--- src/hw/rtl/sabs_pkg.sv ---
// Shared constants, codes and status types of the sorted array binary search block.
package sabs_pkg;

  localparam int DEFAULT_STORE_DEPTH = 1024;
  localparam int DEFAULT_VALUE_WIDTH = 32;

  // Fixed widths of the item fields on the channels.
  localparam int INDEX_W = 10;
  localparam int FIELD_W = 32;

  // Item kinds on the input channel.
  localparam logic KIND_WRITE = 1'b0;
  localparam logic KIND_QUERY = 1'b1;

  // Operation codes carried through the queue.
  localparam logic [1:0] OP_WRITE = 2'd0;
  localparam logic [1:0] OP_QUERY = 2'd1;
  localparam logic [1:0] OP_EMPTY = 2'd2;

  typedef struct packed {
    logic full;
    logic empty;
  } sabs_q_status_t;

  typedef struct packed {
    logic busy;
  } sabs_back_status_t;

endpackage

--- src/hw/rtl/sabs_queue.sv ---
// Two-entry queue between the front end and the search engine.
module sabs_queue #(
  parameter int EW = 8
) (
  input  logic                     clk,
  input  logic                     rst,
  input  logic                     push,
  input  logic [EW-1:0]            push_data,
  input  logic                     pop,
  output logic [EW-1:0]            pop_data,
  output sabs_pkg::sabs_q_status_t status
);
  import sabs_pkg::*;

  logic [EW-1:0] slots [2];
  logic          wr_ptr;
  logic          rd_ptr;
  logic [1:0]    count;
  logic          do_push;
  logic          do_pop;

  assign do_push      = push && (count != 2'd2);
  assign do_pop       = pop && (count != 2'd0);
  assign pop_data     = slots[rd_ptr];
  assign status.full  = (count == 2'd2);
  assign status.empty = (count == 2'd0);

  always_ff @(posedge clk) begin
    if (do_push) begin
      slots[wr_ptr] <= push_data;
    end
  end

  always_ff @(posedge clk) begin
    if (rst) begin
      wr_ptr <= 1'b0;
      rd_ptr <= 1'b0;
      count  <= 2'd0;
    end else begin
      if (do_push) begin
        wr_ptr <= !wr_ptr;
      end
      if (do_pop) begin
        rd_ptr <= !rd_ptr;
      end
      count <= count + 2'(do_push) - 2'(do_pop);
    end
  end

endmodule

--- config.mk ---
export PLATFORM = sky130hd
export DESIGN_NAME = sabs_queue
export DESIGN_NICKNAME = d
export VERILOG_FILES = /design/src/hw/rtl/sabs_pkg.sv /design/src/hw/rtl/sabs_queue.sv
export SDC_FILE = /design/constraint.sdc
export NUM_CORES = 1
export LEC_CHECK = 0
export BUFFER_PORTS_ARGS = -buffer_cell sky130_fd_sc_hd__buf_2
export CAP_MARGIN = 25
export CORE_MARGIN = 2
export CORE_UTILIZATION = 40
export CTS_BUF_LIST = sky130_fd_sc_hd__clkbuf_2
export DETAILED_ROUTE_END_ITERATION = 8
export GPL_TIMING_DRIVEN = 1
export PLACE_DENSITY_LB_ADDON = 0.15
export SETUP_SLACK_MARGIN = 0.1
export SLEW_MARGIN = 15
export SYNTH_ARGS = -nofsm -noshare
export SYNTH_HDL_FRONTEND = slang
export SYNTH_SLANG_ARGS = --single-unit
--- constraint.sdc ---
create_clock -name clk -period 2.63 [get_ports clk]
set_input_delay 0.1315 -clock clk [delete_from_list [all_inputs] [get_ports clk]]
set_output_delay 0.1315 -clock clk [all_outputs]
set_load 0.05 [all_outputs]
==> impl_metrics.tcl <==
set metrics [dict create \
    p_leak_nw 0.438 \
    vias 487 \
    die_width_microns 49.0 \
    synthTopCellsByCount "edfxtp_1 (16), dfxtp_1 (5), mux2_1 (5), nor2_1 (4)" \
    netlist.area_leader.share_pct 59.3 \
    dpl.hpwl_microns 795 \
    clk_latency_ns 0.29 \
    ys_async_sr_fraction_pct 0 \
    drt_iter0_markers 2 \
    ys_types 21 \
    status "finished clean" \
    syn-num-nets 66 \
    total_power_mw 1.06 \
    num_rows 16 \
    period_share_pct 61.0 \
    synth.avg_cell_area_sq_um 15.6 \
    via_per_inst 4.39 \
    grt_max_degree 12 \
    r2r_cells 8 \
    path_cells "nand2b_2 > nand2_1 > ha_1 > inv_1 > ha_1 > xor2_1 > and2_1 > nor3_1" \
    hold_viol 0 \
    synth_top_area_cell "edfxtp_1" \
    rsz0062_at_grt "false" \
    worst_slew_pin_slew_ns 0.360 \
    initial_core_util_pct 41.8 \
    seq_area_frac_synth_pct 71.6 \
    cp_common_cell "ha_1" \
    drv_cap 0 \
    cts_tree "built" \
    cts_buffers 3 \
    boundaryPins 22 \
    ir_drop_mv 0.604 \
    ys_warn_count 0 \
    synth_seq_cells 21 \
    fin_hold_ws_ns 0.0322 \
    post_cts_buffers 0 \
    max_freq_mhz 623 \
    finalSetupViolCount 0 \
    overflow 0 \
    start_kind "flip-flop" \
    crit_path_end_kind "flip-flop" \
    hp-class "input port to flip-flop" \
    max_stage_delay_ns 0.42 \
    nFillCells 188 \
    port_buffers 21 \
    clkTransAtPathRegs_ns 0.18 \
    cp.required_ns 2.85 \
    antenna_found_initial 0 \
    finClkSkew_ns 0.00867 \
    synth_area_leaders "edfxtp_1 (59%), dfxtp_1 (12%), mux2_1 (6.9%), mux2_2 (4.2%), ha_1 (3.1%)" \
    crit_fanout 4 \
    drtPass1Iterations 4 \
    num_antenna_cells 0 \
    grt_first_pass_wirelength_mm 1.92 \
    dieArea_sq_um 2400 \
    synth_edf_count 16 \
    synthToLayoutAreaGrowth_pct 28.9 \
    slowest_stage "dfxtp_1" \
    gp_congestion 0.604 \
    yosysMostFrequentCell "edfxtp_1" \
    routed_wl_mm 1.20 \
    ff2ff_setup_slack_ns 1.03 \
    critPathKind "flip-flop to flip-flop" \
    maxSlewHeadroom_pct 76.0 \
    grt_pass1_vias 434 \
    synth_ff_type "edfxtp_1" \
    clock_path_buffers 2 \
    worstPathArrival_ns 1.83 \
    avgRoutedWirePerCell_microns 10.8 \
    hold-path-cell-count 2 \
    slew_viol_final 0 \
    syn_area_sq_um 811 \
    track_usage_pct 10.6 \
    fp.coreArea_sq_um 1940 \
    clock_sinks 21 \
    powerDensity_nw_per_um2 1010 \
    ant_nets 0 \
    clock-root-buffer "clkbuf_2" \
    drcViolationCount 0 \
    die_y_microns 49.0 \
    syn_inst 52 \
    finalCriticalPeriod_ns 1.60 \
    setup_tns_ns 0 \
    drive_above_1_share_pct 38.1 \
    htree_levels 1 \
    final_nets 99 \
]
==> sequential cells by signal, summed over array words and instances, names as in the netlist, named ones only <==
register	cells
slots	16
wr_ptr	1
rd_ptr	1
count	2
==> cells by family after synthesis <==
| family | after synthesis | share of synthesized area [%] |
|---|---|---|
| DFF | 21 | 71.6 |
| and+or+nand+nor | 11 | 7.25 |
| muxes | 8 | 11.1 |
| buffers and inverters | 5 | 2.47 |
| AOI/OAI and AO/OA | 3 | 2.31 |
| xor gates and xnor gates | 2 | 2.16 |
| adders and majority gates | 2 | 3.09 |
==> metrics by stage <==
stage | instance area (sq um) | worst slack (ns) | utilization [%] | cells
floorplan | 811 | 1.16 | - | 52
global placement | 945 | 1.10 | 48.6 | 99
detailed placement | 945 | 1.07 | 48.6 | 99
CTS | 975 | 1.01 | 50.2 | 104
global route | 1040 | 0.922 | 53.8 | 111
finish | 1040 | 1.03 | 53.8 | 111
==> layout by cell type (no fill, tap or decap), types with 2 or more instances in the layout <==
cell	count
buf_2	21
edfxtp_1	16
dlygate4sd3_1	8
mux2_1	5
dfxtp_1	5
nor2_1	4
clkbuf_2	4
mux2_2	3
inv_1	3
ha_1	2
==> worst max-delay path: cells and delay by family, from the launching register on <==
kind	cells	cell delay [ns]
XOR/XNOR	1	0.15
buffers and inverters	1	0.04
AND/OR/NAND/NOR	4	0.51
flip-flops	1	0.42
adder cells (fa/ha/maj)	2	0.43
==> final timing paths <==
| check | from | end |
|---|---|---|
| setup / recovery | count[0] | count[1] |
| hold / removal | rst | wr_ptr |
| setup reg to reg | count[0] | count[1] |
| hold reg to reg | wr_ptr | wr_ptr |
==> where the power goes <==
group          internal, mW  switching [mW]  leakage, nW
Clock                0.0403          0.0862       0.0166
Sequential            0.428          0.0446        0.191
Combinational         0.142           0.317        0.230
Total                 0.611           0.448        0.438
==> area by class of cell <==
cell class                 instances  area (sq um)  area share, %
multi-input combinational         26           210           20.1
clock buffer                       4          20.0           1.92
tap                               27          33.8           3.23
inverter                           4          15.0           1.44
sequential                        21           581           55.6
timing repair buffer              29           185           17.7
==> layer usage <==
metal | vias to the layer above | GRT usage [%] | wire length, microns
li1 | 248 | - | -
met3 | 0 | 4.29 | 75
met4 | 0 | 4.29 | 0
met1 | 226 | 12.8 | 551
met5 | - | 0 | 0
met2 | 13 | 16.9 | 574
==> repair_timing <==
action / 4_1_cts / 5_1_grt
hold endpoints to repair: 1 / 14
resized for setup: 0 / 0
hold buffers: 1 / 7
Power figures use the tool's default switching activity.
