## src/hw/rtl/sabs_pkg.sv

```systemverilog
// Shared constants, codes and status types of the sorted array binary search block.
package sabs_pkg;

  localparam int DEFAULT_STORE_DEPTH = 1024;
  localparam int DEFAULT_VALUE_WIDTH = 32;

  // Fixed widths of the item fields on the channels.
  localparam int INDEX_W = 10;
  localparam int FIELD_W = 32;

  // Item kinds on the input channel.
  localparam logic KIND_WRITE = 1'b0;
  localparam logic KIND_QUERY = 1'b1;

  // Operation codes carried through the queue.
  localparam logic [1:0] OP_WRITE = 2'd0;
  localparam logic [1:0] OP_QUERY = 2'd1;
  localparam logic [1:0] OP_EMPTY = 2'd2;

  typedef struct packed {
    logic full;
    logic empty;
  } sabs_q_status_t;

  typedef struct packed {
    logic busy;
  } sabs_back_status_t;

endpackage

```

## src/hw/rtl/sabs_stream_if.sv

```systemverilog
// Valid/ready channel interfaces for the input items and the result items.
interface sabs_in_if;
  logic                               valid;
  logic                               ready;
  logic                               kind;
  logic        [sabs_pkg::INDEX_W-1:0] entry_index;
  logic signed [sabs_pkg::FIELD_W-1:0] entry_value;
  logic        [sabs_pkg::INDEX_W-1:0] range_low;
  logic        [sabs_pkg::INDEX_W-1:0] range_high;
  logic signed [sabs_pkg::FIELD_W-1:0] search_key;

  modport source (
    output valid, kind, entry_index, entry_value, range_low, range_high, search_key,
    input  ready
  );
  modport sink (
    input  valid, kind, entry_index, entry_value, range_low, range_high, search_key,
    output ready
  );
endinterface


```

## src/hw/rtl/sabs_front.sv

```systemverilog
// Front end: accepts items, classifies them and packs queue entries.
module sabs_front #(
  parameter int STORE_DEPTH = sabs_pkg::DEFAULT_STORE_DEPTH,
  parameter int VALUE_WIDTH = sabs_pkg::DEFAULT_VALUE_WIDTH,
  parameter int IDX_W       = $clog2(STORE_DEPTH),
  parameter int AW          = (IDX_W + 1 > sabs_pkg::INDEX_W) ? IDX_W + 1 : sabs_pkg::INDEX_W,
  parameter int EW          = 2 + IDX_W + VALUE_WIDTH + 2 * AW
) (
  sabs_in_if.sink                 req,
  input  sabs_pkg::sabs_q_status_t q_status,
  output logic                    push,
  output logic [EW-1:0]           push_data
);
  import sabs_pkg::*;

  logic [1:0]             op;
  logic [AW-1:0]          idx_ext;
  logic [AW-1:0]          lo_ext;
  logic [AW-1:0]          hi_ext;
  logic [AW-1:0]          hi_clamp;
  logic [VALUE_WIDTH-1:0] value;
  logic                   accept;
  logic                   drop;

  assign req.ready = !q_status.full;
  assign accept    = req.valid && req.ready;

  always_comb begin
    idx_ext  = AW'(req.entry_index);
    lo_ext   = AW'(req.range_low);
    hi_ext   = AW'(req.range_high);
    // Clamp the top of the range to the last store entry.
    hi_clamp = (hi_ext > AW'(STORE_DEPTH - 1)) ? AW'(STORE_DEPTH - 1) : hi_ext;
    drop     = 1'b0;
    if (req.kind == KIND_WRITE) begin
      op    = OP_WRITE;
      value = VALUE_WIDTH'(req.entry_value);
      // Drop writes beyond the store.
      drop  = (idx_ext >= AW'(STORE_DEPTH));
    end else begin
      value = VALUE_WIDTH'(req.search_key);
      op    = (lo_ext > hi_clamp) ? OP_EMPTY : OP_QUERY;
    end
  end

  assign push      = accept && !drop;
  assign push_data = {op, IDX_W'(req.entry_index), value, lo_ext, hi_clamp};

endmodule

```

## src/flat_wrapper.sv

```systemverilog
// flat-port wrapper written by rule: the top's interface ports become plain ports
module sabs_front_flat import sabs_pkg::*;
#(
  parameter int STORE_DEPTH = sabs_pkg::DEFAULT_STORE_DEPTH,
  parameter int VALUE_WIDTH = sabs_pkg::DEFAULT_VALUE_WIDTH,
  parameter int IDX_W       = $clog2(STORE_DEPTH),
  parameter int AW          = (IDX_W + 1 > sabs_pkg::INDEX_W) ? IDX_W + 1 : sabs_pkg::INDEX_W,
  parameter int EW          = 2 + IDX_W + VALUE_WIDTH + 2 * AW
)
  (q_status, push, push_data, req_valid, req_kind, req_entry_index, req_entry_value, req_range_low, req_range_high, req_search_key, req_ready);
  sabs_in_if req_i ();
  input  sabs_pkg::sabs_q_status_t q_status;
  output logic push;
  output logic [EW-1:0] push_data;
  input wire logic [$bits(req_i.valid)-1:0] req_valid;
  input wire logic [$bits(req_i.kind)-1:0] req_kind;
  input wire logic [$bits(req_i.entry_index)-1:0] req_entry_index;
  input wire logic [$bits(req_i.entry_value)-1:0] req_entry_value;
  input wire logic [$bits(req_i.range_low)-1:0] req_range_low;
  input wire logic [$bits(req_i.range_high)-1:0] req_range_high;
  input wire logic [$bits(req_i.search_key)-1:0] req_search_key;
  output wire logic [$bits(req_i.ready)-1:0] req_ready;
  assign req_i.valid = req_valid;
  assign req_i.kind = req_kind;
  assign req_i.entry_index = req_entry_index;
  assign req_i.entry_value = req_entry_value;
  assign req_i.range_low = req_range_low;
  assign req_i.range_high = req_range_high;
  assign req_i.search_key = req_search_key;
  assign req_ready = req_i.ready;
  sabs_front #(.STORE_DEPTH(STORE_DEPTH), .VALUE_WIDTH(VALUE_WIDTH), .IDX_W(IDX_W), .AW(AW), .EW(EW)) u_core (.req(req_i), .q_status(q_status), .push(push), .push_data(push_data));
endmodule
```

## config.mk

```make
export PLATFORM = sky130hd
export DESIGN_NAME = sabs_front_flat
export DESIGN_NICKNAME = d
export VERILOG_FILES = /design/src/hw/rtl/sabs_pkg.sv /design/src/hw/rtl/sabs_stream_if.sv /design/src/hw/rtl/sabs_front.sv /design/src/flat_wrapper.sv
export SDC_FILE = /design/constraint.sdc
export NUM_CORES = 1
export LEC_CHECK = 0
export BUFFER_PORTS_ARGS = -buffer_cell sky130_fd_sc_hd__buf_4
export CAP_MARGIN = 20
export CELL_PAD_IN_SITES_DETAIL_PLACEMENT = 0
export CELL_PAD_IN_SITES_GLOBAL_PLACEMENT = 1
export CORE_MARGIN = 3
export CORE_UTILIZATION = 16
export DETAILED_ROUTE_END_ITERATION = 7
export PLACE_DENSITY = 0.88
export SETUP_SLACK_MARGIN = 0.1
export SYNTH_ARGS = -nofsm -noshare
export SYNTH_HDL_FRONTEND = slang
export SYNTH_SLANG_ARGS = --single-unit
```

## constraint.sdc

```tcl
create_clock -name vclk -period 1.6
set_input_delay 0.16 -clock vclk [all_inputs]
set_output_delay 0.16 -clock vclk [all_outputs]
set_load 0.01 [all_outputs]
```

==> metrics.yaml <==
status: "finished with violations"
violations: "negative setup slack"
syn_area_per_cell_sq_um: 8.63
rows: 27
synth_cell_types: 21
hold_buffers: 0
synth_cells: 110
ant_nets: 0
synth_top_area_cell: "mux2_2"
crit_arrival_ns: 1.45
synth_top_area_frac: 0.273
area_growth_pct: 114
finalPower_uw: 604
post-route-util: 0.361
critPathMaxFanout: 2
die_x_microns: 83.0
overflow: 0
final.period_utilization: 1.01
flops_and_latches: 0
startpoint_type: "primary input"
gp_congestion: 0.786
worst_hold_path.endpoint: "push_data[63]"
worstSetupPathType: "in -> out"
finalSetupViolCount: 1
multi_input_comb_area_sq_um: 753
vias: 1132
vias_per_cell: 3.85
end_kind: "primary output"
p_per_area_nw_per_um2: 297
drt-initial-drc-count: 26
rsz0062_at_grt: "yes"
whs_path_depth: 0
peakVddDrop_v: 0.000137
regArea_sq_um: 0
hold_path_class: "in -> out"
wl_per_cell_microns: 13.0
placed_area_sq_um: 1880
fmax_ghz: 0.620
power.leakage_uw: 0.00105
ios: 166
ys_warn_count: 0
fin_area_sq_um: 2030
setup_tns_ns: -0.0139
dp_hpwl_microns: 3370
netlist_area_sq_um: 950
synth_area_leaders: "mux2_2 27%, buf_4 25%, ha_1 13%"
grt_pass1_vias: 1124
finalCriticalPeriod_ns: 1.61
slew_violations: 0
drive_above_1_share: 0.860
drtPass1Iterations: 3
grt_max_degree: 35
max_cap_violations: 0
wirelength_microns: 3820
antenna_found_initial: 0
grt_pass1_wl_microns: 5610
finalNetCount: 332
finalHoldViolations: 0
hp-start: "req_entry_index[9]"
setup_ws_ns: -0.0139
post-place-ws_ns: -0.0583
yosysSeqAreaShare: 0
clkbuf_count: 0
dieArea_sq_um: 6900
grt_usage: 0.0955
crit_required_ns: 1.44
start_util: 0.168
die_y_microns: 83.0
portBuffers: 143
fillCellCount: 590
diodes: 0
drc_errors: 0
yosysMostFrequentCell: "buf_4"
coreArea_sq_um: 5640
synthTopCellsByCount: "32 x buf_4, 23 x mux2_2, 12 x inv_1"
==> power by group <==
group          switching, uW  leakage, uW  internal (uW)
clock network              0            0              0
registers                  0            0              0
logic                    227      0.00105            377
total                    227      0.00105            377
==> worst max-delay path by stage <==
stage,from,endpoint
after floorplan,req_range_high[9],push_data[64]
after detailed placement,req_range_high[5],push_data[64]
final,req_range_high[1],push_data[64]
after CTS,req_range_high[1],push_data[64]
after global routing,req_range_high[3],push_data[65]
after global placement,req_range_high[5],push_data[64]
==> layer usage <==
layer  wire length [microns]  GRT usage  up-vias
met5                       0          0        -
met4                      74     0.0178        0
met3                     316     0.0248        6
met2                    1970      0.176       59
met1                    1460      0.111      503
li1                        -          -      564
==> final cells by class <==
class	count	share of cell area
Tap cell	72	0.0443
Inverter	12	0.0246
Multi-Input combinational cell	63	0.370
Timing Repair Buffer	147	0.561
==> per-stage QoR <==
step | cells | hold slack [ns]
after floorplan | 111 | 0.364
after global placement | 293 | 0.320
after detailed placement | 293 | 0.320
after CTS | 293 | 0.320
after global routing | 294 | 0.320
final | 294 | 0.320
==> cells by family after synthesis <==
kind of cell / share of synthesized area
AO/OA/AOI/OAI: 0.0843
adder cells (fa/ha/maj): 0.132
buffers and inverters: 0.321
multiplexers: 0.379
other: 0.00395
AND/OR/NAND/NOR: 0.0791
==> layout by cell type, fill, tap and decap left out, types with 2 or more instances in the layout <==
cell | netlist | routed
a21oi_2 | 1 | 2
nand2_2 | 1 | 2
inv_2 | 0 | 2
mux2_2 | 23 | 23
mux2_1 | 9 | 9
nor2_1 | 2 | 2
nand2_1 | 3 | 2
buf_8 | 0 | 3
o21ai_2 | 2 | 2
inv_4 | 0 | 2
buf_4 | 32 | 140
conb_1 | 1 | 2
buf_6 | 0 | 4
ha_1 | 10 | 3
inv_1 | 12 | 8
ha_4 | 0 | 7
==> critical path, stage by stage <==
cell and delay, ns:
buf_4 0.11, inv_1 0.08, ha_4 0.21, a21o_1 0.20, a2111oi_4 0.39, o31a_1 0.20
buf_6 0.10
==> timing repair <==
action                     4_1_cts  5_1_grt
pin swaps                        3        4
hold endpoints to repair         0        0
setup endpoints to repair        2        2
setup buffers                    0        1
cloned                           0        0
gates resized for setup         21        6
Power figures use the tool's default switching activity.
